### config.mk
export PLATFORM = sky130hd
export DESIGN_NAME = rgb_to_hsv_convert_top
export DESIGN_NICKNAME = d
export VERILOG_FILES = /design/src/rtl/core/rhc_pkg.sv /design/src/rtl/core/rhc_front.sv /design/src/rtl/core/rhc_queue.sv /design/src/rtl/core/rhc_back.sv /design/src/rtl/core/rgb_to_hsv_convert_top.sv
export VERILOG_INCLUDE_DIRS = /design/src /design/src/rtl/core
export SDC_FILE = /design/constraint.sdc
export NUM_CORES = 2
export LEC_CHECK = 0
export BUFFER_PORTS_ARGS = -buffer_cell sky130_fd_sc_hd__buf_2
export CORE_AREA = 2 2 313 315
export DETAILED_ROUTE_END_ITERATION = 6
export DIE_AREA = 0 0 315 317
export REMOVE_ABC_BUFFERS = 1
export SLEW_MARGIN = 10
export SYNTH_ARGS = -nofsm -noshare
export SYNTH_HDL_FRONTEND = slang
export SYNTH_SLANG_ARGS = --single-unit
### constraint.sdc
create_clock -name clk_i -period 61 [get_ports clk_i]
set_input_delay 6.1 -clock clk_i [delete_from_list [all_inputs] [get_ports clk_i]]
set_output_delay 6.1 -clock clk_i [all_outputs]
set_load 0.05 [all_outputs]
### src/rtl/core/rgb_to_hsv_convert_top_assert.svh
// Assertion macros for the file that checks this block.
// Each macro takes a label, a trigger, a consequence and a message.
`ifndef RGB_TO_HSV_CONVERT_TOP_ASSERT_SVH
`define RGB_TO_HSV_CONVERT_TOP_ASSERT_SVH

// The consequence must hold in the same cycle as the trigger.
`define RHC_ASSERT_SAME(lbl, trig, cons, msg) \
  lbl: assert property (@(posedge clk_i) disable iff (!rst_ni) (trig) |-> (cons)) \
    else $error(msg);

// The consequence must hold in the cycle after the trigger.
`define RHC_ASSERT_NEXT(lbl, trig, cons, msg) \
  lbl: assert property (@(posedge clk_i) disable iff (!rst_ni) (trig) |=> (cons)) \
    else $error(msg);

`endif

### src/rtl/core/rhc_pkg.sv
package rhc_pkg;

  // Depth of the queue between the classifying front and the divider back end.
  localparam int unsigned QueueDepth = 2;

  // Quotient widths of the two divisions: hue magnitude up to 3840, saturation up to 255.
  localparam int unsigned HueQw = 12;
  localparam int unsigned SatQw = 8;

  // Dividend widths: 3840 * 255 needs 20 bits, 255 * 255 needs 16 bits.
  localparam int unsigned HueNumW = 20;
  localparam int unsigned SatNumW = 16;

  // Hue is carried in 1/64 degree: 3840 units per 60 degree sector.
  localparam logic [15:0] HueSector = 16'd3840;
  localparam logic [15:0] HueFull   = 16'd23040;

  typedef enum logic [2:0] {
    SEC_RED   = 3'b001,
    SEC_GREEN = 3'b010,
    SEC_BLUE  = 3'b100
  } sector_e;

  // One classified pixel as it leaves the front and waits in the queue.
  typedef struct packed {
    logic [7:0]         val;
    logic [7:0]         delta;
    logic [HueNumW-1:0] hnum;
    sector_e            sector;
    logic               neg;
  } job_t;

  // State of one pixel inside the divider pipeline.
  typedef struct packed {
    logic [HueNumW-1:0] hrem;
    logic [SatNumW-1:0] srem;
    logic [HueQw-1:0]   hq;
    logic [SatQw-1:0]   sq;
    logic [7:0]         val;
    logic [7:0]         delta;
    sector_e            sector;
    logic               neg;
  } div_stage_t;

endpackage

### src/rtl/core/rhc_front.sv
module rhc_front (
  input  logic             clk_i,
  input  logic             rst_ni,
  input  logic             in_valid_i,
  output logic             in_ready_o,
  input  logic [7:0]       red_i,
  input  logic [7:0]       green_i,
  input  logic [7:0]       blue_i,
  output logic             job_valid_o,
  input  logic             job_ready_i,
  output rhc_pkg::job_t    job_o
);

  logic [7:0]       rg_max, rg_min, mx, mn, pos, ngv, diff;
  rhc_pkg::sector_e sector;
  rhc_pkg::job_t    job_d, job_q;
  logic             valid_d, valid_q;

  // Largest and smallest channel, then the dominant channel picks the sector.
  always_comb begin
    rg_max = (red_i >= green_i) ? red_i : green_i;
    rg_min = (red_i <= green_i) ? red_i : green_i;
    mx     = (rg_max >= blue_i) ? rg_max : blue_i;
    mn     = (rg_min <= blue_i) ? rg_min : blue_i;

    priority if (red_i == mx) begin
      sector = rhc_pkg::SEC_RED;
      pos    = green_i;
      ngv    = blue_i;
    end else if (green_i == mx) begin
      sector = rhc_pkg::SEC_GREEN;
      pos    = blue_i;
      ngv    = red_i;
    end else begin
      sector = rhc_pkg::SEC_BLUE;
      pos    = red_i;
      ngv    = green_i;
    end

    diff = (pos >= ngv) ? (pos - ngv) : (ngv - pos);

    job_d.val    = mx;
    job_d.delta  = mx - mn;
    job_d.sector = sector;
    job_d.neg    = (pos < ngv);
    // 3840 * diff written as 4096 * diff - 256 * diff.
    job_d.hnum   = (rhc_pkg::HueNumW'(diff) << 12) - (rhc_pkg::HueNumW'(diff) << 8);
  end

  assign in_ready_o  = !valid_q || job_ready_i;
  assign valid_d     = in_ready_o ? in_valid_i : valid_q;
  assign job_valid_o = valid_q;
  assign job_o       = job_q;

  always_ff @(posedge clk_i or negedge rst_ni) begin
    if (!rst_ni) begin
      valid_q <= 1'b0;
    end else begin
      valid_q <= valid_d;
    end
  end

  always_ff @(posedge clk_i) begin
    if (in_ready_o && in_valid_i) begin
      job_q <= job_d;
    end
  end

endmodule

### src/rtl/core/rhc_queue.sv
module rhc_queue #(
  parameter int unsigned DEPTH = rhc_pkg::QueueDepth
) (
  input  logic          clk_i,
  input  logic          rst_ni,
  input  logic          push_i,
  output logic          ready_o,
  input  rhc_pkg::job_t data_i,
  output logic          valid_o,
  input  logic          pop_i,
  output rhc_pkg::job_t data_o
);

  localparam int unsigned PtrW = (DEPTH > 1) ? $clog2(DEPTH) : 1;
  localparam int unsigned CntW = $clog2(DEPTH + 1);

  rhc_pkg::job_t   mem_q [DEPTH];
  logic [PtrW-1:0] wr_ptr_d, wr_ptr_q, rd_ptr_d, rd_ptr_q;
  logic [CntW-1:0] count_d, count_q;
  logic            do_push, do_pop;

  assign ready_o = (count_q != CntW'(DEPTH));
  assign valid_o = (count_q != '0);
  assign do_push = push_i && ready_o;
  assign do_pop  = pop_i && valid_o;
  assign data_o  = mem_q[rd_ptr_q];

  always_comb begin
    wr_ptr_d = wr_ptr_q;
    rd_ptr_d = rd_ptr_q;
    count_d  = count_q;
    if (do_push) begin
      wr_ptr_d = (wr_ptr_q == PtrW'(DEPTH - 1)) ? '0 : wr_ptr_q + PtrW'(1);
    end
    if (do_pop) begin
      rd_ptr_d = (rd_ptr_q == PtrW'(DEPTH - 1)) ? '0 : rd_ptr_q + PtrW'(1);
    end
    if (do_push && !do_pop) begin
      count_d = count_q + CntW'(1);
    end else if (do_pop && !do_push) begin
      count_d = count_q - CntW'(1);
    end
  end

  always_ff @(posedge clk_i or negedge rst_ni) begin
    if (!rst_ni) begin
      wr_ptr_q <= '0;
      rd_ptr_q <= '0;
      count_q  <= '0;
    end else begin
      wr_ptr_q <= wr_ptr_d;
      rd_ptr_q <= rd_ptr_d;
      count_q  <= count_d;
    end
  end

  always_ff @(posedge clk_i) begin
    if (do_push) begin
      mem_q[wr_ptr_q] <= data_i;
    end
  end

endmodule

### src/rtl/core/rhc_back.sv
module rhc_back (
  input  logic          clk_i,
  input  logic          rst_ni,
  input  logic          job_valid_i,
  output logic          job_pop_o,
  input  rhc_pkg::job_t job_i,
  output logic          out_valid_o,
  input  logic          out_ready_i,
  output logic [14:0]   hue_o,
  output logic [7:0]    saturation_o,
  output logic [7:0]    brightness_o
);

  localparam int unsigned NStg = rhc_pkg::HueQw;

  rhc_pkg::div_stage_t stg_q [NStg+1];
  logic [NStg:0]       stg_v_q;
  logic                advance;

  rhc_pkg::div_stage_t fin;
  logic [rhc_pkg::HueQw-1:0] hmag;
  logic [8:0]                sat_r;
  logic [15:0]               base, hue_w;
  logic [14:0]               hue_d, hue_q;
  logic [7:0]                sat_d, sat_q, bri_q;
  logic                      out_v_q;

  // The whole pipeline moves together whenever the output register can take an item.
  assign advance   = !out_v_q || out_ready_i;
  assign job_pop_o = advance;

  always_ff @(posedge clk_i or negedge rst_ni) begin
    if (!rst_ni) begin
      stg_v_q <= '0;
    end else if (advance) begin
      stg_v_q <= {stg_v_q[NStg-1:0], job_valid_i};
    end
  end

  // Stage zero loads the dividends; each later stage settles one quotient bit.
  always_ff @(posedge clk_i) begin
    if (advance) begin
      stg_q[0].hrem   <= job_i.hnum;
      stg_q[0].srem   <= (rhc_pkg::SatNumW'(job_i.delta) << 8)
                         - rhc_pkg::SatNumW'(job_i.delta);
      stg_q[0].hq     <= '0;
      stg_q[0].sq     <= '0;
      stg_q[0].val    <= job_i.val;
      stg_q[0].delta  <= job_i.delta;
      stg_q[0].sector <= job_i.sector;
      stg_q[0].neg    <= job_i.neg;
    end
  end

  for (genvar k = 1; k <= NStg; k++) begin : g_div
    localparam int unsigned Bi = NStg - k;
    rhc_pkg::div_stage_t nxt;
    logic [rhc_pkg::HueNumW-1:0] hcmp;

    always_comb begin
      nxt  = stg_q[k-1];
      hcmp = rhc_pkg::HueNumW'(stg_q[k-1].delta) << Bi;
      if (stg_q[k-1].hrem >= hcmp) begin
        nxt.hrem   = stg_q[k-1].hrem - hcmp;
        nxt.hq[Bi] = 1'b1;
      end
    end

    if (Bi < rhc_pkg::SatQw) begin : g_sat
      logic [rhc_pkg::SatNumW-1:0] scmp;
      rhc_pkg::div_stage_t         nxt_s;
      always_comb begin
        nxt_s = nxt;
        scmp  = rhc_pkg::SatNumW'(stg_q[k-1].val) << Bi;
        if (stg_q[k-1].srem >= scmp) begin
          nxt_s.srem   = stg_q[k-1].srem - scmp;
          nxt_s.sq[Bi] = 1'b1;
        end
      end
      always_ff @(posedge clk_i) begin
        if (advance) begin
          stg_q[k] <= nxt_s;
        end
      end
    end else begin : g_hue_only
      always_ff @(posedge clk_i) begin
        if (advance) begin
          stg_q[k] <= nxt;
        end
      end
    end
  end

  // Round to nearest from the remainder, then place the magnitude in its sector.
  always_comb begin
    fin   = stg_q[NStg];
    hmag  = fin.hq + rhc_pkg::HueQw'({fin.hrem[7:0], 1'b0} >= {1'b0, fin.delta});
    sat_r = {1'b0, fin.sq} + 9'({fin.srem[7:0], 1'b0} >= {1'b0, fin.val});

    unique case (fin.sector)
      rhc_pkg::SEC_RED:   base = '0;
      rhc_pkg::SEC_GREEN: base = rhc_pkg::HueSector << 1;
      rhc_pkg::SEC_BLUE:  base = rhc_pkg::HueSector << 2;
      default:            base = '0;
    endcase

    if (!fin.neg) begin
      hue_w = base + 16'(hmag);
    end else if (16'(hmag) > base) begin
      hue_w = base + rhc_pkg::HueFull - 16'(hmag);
    end else begin
      hue_w = base - 16'(hmag);
    end
    if (hue_w >= rhc_pkg::HueFull) begin
      hue_w = hue_w - rhc_pkg::HueFull;
    end

    hue_d = (fin.delta == '0) ? '0 : hue_w[14:0];
    sat_d = (fin.val == '0) ? '0 : sat_r[7:0];
  end

  always_ff @(posedge clk_i or negedge rst_ni) begin
    if (!rst_ni) begin
      out_v_q <= 1'b0;
    end else if (advance) begin
      out_v_q <= stg_v_q[NStg];
    end
  end

  always_ff @(posedge clk_i) begin
    if (advance && stg_v_q[NStg]) begin
      hue_q <= hue_d;
      sat_q <= sat_d;
      bri_q <= fin.val;
    end
  end

  assign out_valid_o  = out_v_q;
  assign hue_o        = hue_q;
  assign saturation_o = sat_q;
  assign brightness_o = bri_q;

endmodule

### src/rtl/core/rgb_to_hsv_convert_top.sv
// RGB to HSV converter: takes one 8-bit RGB pixel per item and returns hue in 1/64 degree
// (0 to 23039), saturation scaled to 255 and value (the largest channel). The block
// accepts one pixel every clock cycle while the output is not held; that throughput is
// kept by the twelve-stage pipelined divider in the back end, which settles one quotient
// bit per stage for hue and, over its last eight stages, for saturation alongside it. A
// register stage at the input classifies each pixel (maximum, minimum, dominant channel,
// channel difference) and hands it through a short queue to the back end, so that the
// input side keeps taking pixels while a result waits at the output, until the queue and
// the input register fill. Grey pixels give a hue of zero and black pixels a saturation
// of zero. There is no configuration and no state between pixels.
module rgb_to_hsv_convert_top #(
  parameter int unsigned QUEUE_DEPTH = rhc_pkg::QueueDepth
) (
  input  logic        clk_i,
  input  logic        rst_ni,
  input  logic        s_axis_tvalid,
  output logic        s_axis_tready,
  input  logic [23:0] s_axis_tdata,   // [7:0] red, [15:8] green, [23:16] blue
  output logic        m_axis_tvalid,
  input  logic        m_axis_tready,
  output logic [31:0] m_axis_tdata    // [14:0] hue, [22:15] saturation, [30:23] brightness,
                                      // [31] zero
);

  rhc_pkg::job_t front_job, queue_job;
  logic          front_valid, queue_ready, queue_valid, back_pop;
  logic [14:0]   hue;
  logic [7:0]    saturation, brightness;

  // The front computes the channel extremes and picks the hue sector for each item.
  rhc_front u_front (
    .clk_i       (clk_i),
    .rst_ni      (rst_ni),
    .in_valid_i  (s_axis_tvalid),
    .in_ready_o  (s_axis_tready),
    .red_i       (s_axis_tdata[7:0]),
    .green_i     (s_axis_tdata[15:8]),
    .blue_i      (s_axis_tdata[23:16]),
    .job_valid_o (front_valid),
    .job_ready_i (queue_ready),
    .job_o       (front_job)
  );

  // The queue lets the front keep accepting items while the back end is held.
  rhc_queue #(
    .DEPTH (QUEUE_DEPTH)
  ) u_queue (
    .clk_i   (clk_i),
    .rst_ni  (rst_ni),
    .push_i  (front_valid),
    .ready_o (queue_ready),
    .data_i  (front_job),
    .valid_o (queue_valid),
    .pop_i   (back_pop),
    .data_o  (queue_job)
  );

  // The back end divides, rounds, wraps the hue and holds the result for the output.
  rhc_back u_back (
    .clk_i        (clk_i),
    .rst_ni       (rst_ni),
    .job_valid_i  (queue_valid),
    .job_pop_o    (back_pop),
    .job_i        (queue_job),
    .out_valid_o  (m_axis_tvalid),
    .out_ready_i  (m_axis_tready),
    .hue_o        (hue),
    .saturation_o (saturation),
    .brightness_o (brightness)
  );

  assign m_axis_tdata = {1'b0, brightness, saturation, hue};

  `include "rgb_to_hsv_convert_top_assert.svh"

  // Hue always stays below a full turn.
  `RHC_ASSERT_SAME(a_hue_range, m_axis_tvalid, hue < 15'd23040, "hue out of range")
  // A black pixel has no saturation.
  `RHC_ASSERT_SAME(a_black_sat, m_axis_tvalid && (brightness == '0), saturation == '0,
    "black pixel with saturation")
  // Zero saturation only arises from a grey pixel, whose hue is zero.
  `RHC_ASSERT_SAME(a_grey_hue, m_axis_tvalid && (saturation == '0), hue == '0,
    "grey pixel with hue")

endmodule
* Word-level counts from Yosys, hierarchy flattened
Memories as Yosys holds them, arrays and structs flattened.
Cells that the tools add are included.
** Operators by class
- Add/sub/neg operators :: 36
- Magnitude comparators :: 30
- Equal/unequal tests :: 5
- Mux-type cells :: 62
- Reductions and logical operators :: 16
** Operators by type and width (count)
- 20-bit 2-to-1 mux :: 12
- 16-bit 2-to-1 mux :: 10
- 8-bit 2-to-1 mux :: 9
- 20-bit by 16-bit subtractor with 20-bit output :: 2
- 16-bit by 12-bit subtractor with 16-bit output :: 2
- 16-bit by 8-bit subtractor with 16-bit output :: 2
- 14-bit one-hot mux with 2 select lines :: 1
- 1-bit 2-to-1 mux :: 26
- 8-bit greater-or-equal comparator :: 3
- 8-bit subtractor :: 3
- 20-bit by 10-bit greater-or-equal comparator with 1-bit output :: 1
- 20-bit by 11-bit greater-or-equal comparator with 1-bit output :: 1
- 20-bit by 12-bit greater-or-equal comparator with 1-bit output :: 1
- 20-bit by 13-bit greater-or-equal comparator with 1-bit output :: 1
- 20-bit by 14-bit greater-or-equal comparator with 1-bit output :: 1
- 20-bit by 15-bit greater-or-equal comparator with 1-bit output :: 1
- 20-bit by 16-bit greater-or-equal comparator with 1-bit output :: 1
- 20-bit by 17-bit greater-or-equal comparator with 1-bit output :: 1
- 20-bit by 18-bit greater-or-equal comparator with 1-bit output :: 1
- 20-bit by 19-bit greater-or-equal comparator with 1-bit output :: 1
- 20-bit by 8-bit greater-or-equal comparator with 1-bit output :: 1
- 20-bit by 9-bit greater-or-equal comparator with 1-bit output :: 1
- 20-bit by 10-bit subtractor with 20-bit output :: 1
- 20-bit by 11-bit subtractor with 20-bit output :: 1
- 49 further kinds :: 65
** Word-level totals
- Flip-flop bits (word level) :: 90
- Memory bits (writable) :: 1068
- Input bits :: 28
- Output and inout port bits :: 34
- Word-level logic and storage cells :: 165
- Memories kept :: 2
** Memory list
- u_back.stg_q :: words 13, width 76, read ports 13, clocked after Yosys merged registers in 0, write ports 13, RTL line rhc_back.sv:16 : rhc_pkg::div_stage_t stg_q [NStg+1];
- u_queue.mem_q :: words 2, width 40, read ports 1, clocked after Yosys merged registers in 0, write ports 1, RTL line rhc_queue.sv:17 : rhc_pkg::job_t mem_q [DEPTH];

* Longest topological paths before layout
- Depth in word-level cells :: 10
- Gate-level depth with buffers :: 39
- Depth with buffers taken out :: 35

* Hierarchy
From an unflattened synthesis, not the netlist that was laid out.
** Second synthesis, totals
- Cells, all modules :: 3418
- Area total of the unflattened synthesis :: 45927.8 sq um
** By module, submodules not included
- rhc_back :: instances 1, cells each 2832, area an instance 38364.3 sq um, sequential area each 25604.6 sq um
- rhc_front :: instances 1, cells each 441, area an instance 4267.8 sq um, sequential area each 985.9 sq um
- rhc_queue :: instances 1, cells each 143, area an instance 3284.4 sq um, sequential area each 2502.4 sq um
- rgb_to_hsv_convert_top :: instances 1, cells each 2, area an instance 11.3 sq um, sequential area each 0.0 sq um

* Least setup slack after synthesis
No wires, ideal clock.
- Path type :: input to register
- Start :: input port m_axis_tready
- End :: register u_back.stg_v_q[10]
- Data arrival time :: 29.253 ns
- Required time :: 60.826 ns
- Setup slack :: 31.573 ns
- Stages on the path :: 4
- Buffers on the path :: 2
- Path through :: nand2b_1 > clkbuf_1 > buf_1 > mux2_2
** Between the ends
- Word-level cells in the longest chain between the ends :: 1
** RTL lines
- start, declared :: RTL line rgb_to_hsv_convert_top.sv:20 : input logic m_axis_tready,
- 1-bit logical OR :: RTL line rhc_back.sv:29 : assign advance = !out_v_q || out_ready_i;
- end signal, assigned :: RTL line rhc_back.sv:36 : stg_v_q <= {stg_v_q[NStg-1:0], job_valid_i};
- end, declared :: RTL line rhc_back.sv:17 : logic [NStg:0] stg_v_q;
Every way passes these cells.
A chain may end at the register's enable or synchronous reset.

==> results.md <==
* Clk_lat worst skew at 0.65 ns
* Overflow after GRT at 0
* Largest net degree at the start of global routing at 181
* Clock buffer count from CTS at 93
* Placer Congestion at 0.8483
* WP data required at 61.39 ns
* Synth unique cells at 93
* PD cells at 57.54 nW/um2
* Cells on worst reg2reg path at 26
* FP Rows at 114
* Worst Setup SP: s_axis_tdata[9]
* MaxCap Viol Count at 0
* Antenna-violating nets left at 0
* CP endpoint kind: flip-flop
* Total track usage at 0.1427
* Reg area at 26570 um2
* CP max stage delay at 0.78 ns
* Worst VDD drop at 0.03308 mV
* CTS-repair resized insts at 0
* Vias per inst at 5.039
* Nets@finish at 3775
* Fill cells at 8422
* Average size of a mapped cell at 12.77 um2
* CTS max path bufs at 3
* Final Hold Fails at 0
* Drc violations at 0
* Buf/Inv on CP at 5
* Average wire per standard cell at 14.42 um
* Cell depth of the worst setup path at 36
* Cells after Synth at 3370
* Die height at 317 um
* Root Driver: clkbuf_16
* WP data arrival at 14.28 ns
* Min-delay src: u_back.stg_q[1][13]
* Slew Viols, Final at 0
* Reg2reg setup slack at 54.76 ns
* Die X at 315 um
* CTS tree: built
* Async set-reset flop share out of synthesis at 0.02140
* Synth Cell Area at 43040 um2
* Crit-path slowest cell: o21ai_1
* Post-synth EDFFs at 869
* Achievable Freq at 71.97 MHz
* Top_reg_cell synth: edfxtp_1
* Delay-heaviest family, CP: compound AO/OA/AOI/OAI gates
* Startpoint types: primary input
* IO Pins at 62
* Finished Core Util at 0.4986
* Initial DRC Count at 1302
* Minimum clock period at 13.89 ns
* RR Startpoint: u_back.stg_q[6][5]
* Initial antenna violation count at 1
* Core area at 96280 um2
* First-pass GRT wire length at 116.7 mm
* Register area share after synthesis at 0.6173
* Num Clock Sinks at 888
* Finish-stage setup viols at 0
* CTS clk-pin slew, worst paths at 0.06 ns
* DRT Pass-1 Iters at 5
* #FFs+latches synth at 888
* Final worst setup slack at 47.11 ns
* FF-to-FF End: u_back.hue_o[13]
* DIE AREA at 99860 um2
* Vias in the first global route at 24570
* Worst path most repeated cell: ha_1
* Area of the multi-input gates at 14940 um2
* Layout area overhead at 11.53%
* Worst slew margin at 0.2896
* RSZ-0062 raised after global routing: no
* IO buf count at 60
* Period utilization at 0.2278
* Share of layout cells above drive strength 1 at 0.09696
* Post-Route Setup TNS at 0 ns
* Critical Path Sink: u_front.job_o[23]
* Dpl ws at 46.16 ns
* Routed WL at 69.72 mm
* HP Class: reg -> reg
* Post-CTS Setup Bufs at 0
* Status: finished, final reports clean
* H-tree levels at 3
* Worst slew pin tran at 1.066 ns
* Setup CP Type: in -> reg
* Synth warn at 0
* Hold-fix buffers, CTS at 0
* Starting Density at 0.4471
* Crit Path Max Fanout at 30
* Setup Skew at 0.02752 ns
* Post-DP HPWL at 49.83 mm
* Leakage power at 18.51 nW
* Vias at 24360
[cells by family after synthesis]
family,share of synthesized area
XOR/XNOR,0.04555
buffers and inverters,0.03660
adder cells (fa/ha/maj),0.08250
flip-flops,0.6173
AND/OR/NAND/NOR,0.09799
multiplexers,0.03215
other,0.00008712
AO/OA/AOI/OAI,0.08782
[per-layer routing]
layer | vias to the layer above | global-route usage | part of all wire
met3 | 133 | 0.02472 | 0.030
met2 | 289 | 0.2734 | 0.53
met1 | 11450 | 0.1579 | 0.41
li1 | 12500 | - | -
met5 | - | 0 | 0
met4 | 0 | 0.04946 | 0.028
[state kept, by name, summed over array words and instances, names as in the netlist]
register,cells
u_back.stg_q,742
u_queue.mem_q,64
u_front.job_o,32
u_back.hue_o,15
u_back.stg_v_q,13
u_back.brightness_o,8
u_back.saturation_o,8
u_queue.count_q,2
u_back.out_valid_o,1
u_front.job_valid_o,1
u_queue.rd_ptr_q,1
u_queue.wr_ptr_q,1
[placed cells by master (no fill, tap or decap), drive strengths merged, types with 43 or more instances in the layout]
cell type / n
a21oi: 128
nand4: 44
nor3: 67
clkinv: 52
o21ai: 201
xnor2: 135
edfxtp: 869
clkbuf: 102
a21boi: 57
mux2: 79
nand3: 59
a21o: 43
xor2: 88
nand2: 197
nor2: 237
mux2i: 49
ha: 243
inv: 346
o21a: 45
buf: 83
nor2b: 60
[cell usage after synthesis, types with 23 or more instances]
cell / n / share of area
xnor2_1: 135 / 0.027
mux2_2: 77 / 0.020
o21a_1: 45 / 0.0078
a21oi_1: 128 / 0.015
ha_1: 243 / 0.071
edfxtp_1: 869 / 0.61
xor2_1: 87 / 0.018
o31ai_1: 27 / 0.0047
inv_1: 339 / 0.030
mux2i_1: 48 / 0.011
nand2_1: 197 / 0.017
nor3_1: 67 / 0.0078
a21boi_0: 52 / 0.0091
nand4_1: 44 / 0.0064
fa_1: 25 / 0.012
clkbuf_1: 54 / 0.0047
nor4_1: 37 / 0.0054
nand2b_1: 42 / 0.0061
a21o_1: 43 / 0.0075
nand3_1: 59 / 0.0069
nor2_1: 237 / 0.021
or3_1: 23 / 0.0033
nor2b_1: 60 / 0.0087
o21ai_0: 189 / 0.022
[through the flow]
stage	hold slack [ns]	power (mW)	area, um2	std cells
after floorplan	0.4003	2.054	42760	3301
after global placement	0.4005	2.203	44860	4659
after detailed placement	0.4045	2.221	44860	4659
after CTS	0.4003	2.797	47960	4833
after global routing	0.4092	2.977	48000	4834
final	0.3956	2.762	48010	4835
[how the worst min path moves through the flow]
| stage | depth (start not counted) | to |
|---|---|---|
| final | 0 | u_back.stg_q[1][89] |
| after global routing | 0 | u_back.stg_q[3][76] |
| after CTS | 0 | u_back.stg_q[3][76] |
| after detailed placement | 0 | u_back.stg_q[0][117] |
| after global placement | 0 | u_back.stg_q[6][30] |
| after floorplan | 0 | u_back.stg_q[0][117] |
[report_power, final]
group	switching [mW]	leakage, nW	internal [mW]
Clock	0.229	1.52	0.332
Combinational	0.601	8.36	0.446
Sequential	0.117	8.63	1.04
[layout make-up]
type / count / share of cell area
Sequential cell: 888 / 0.5535
Multi-Input combinational cell: 2069 / 0.3111
Clock buffer: 102 / 0.04918
Tap cell: 1276 / 0.03326
Inverter: 344 / 0.02690
Clock inverter: 72 / 0.01546
Timing Repair Buffer: 83 / 0.01053
Antenna cell: 1 / 0.00005213
No activity file was read; power rests on OpenSTA's default activity.
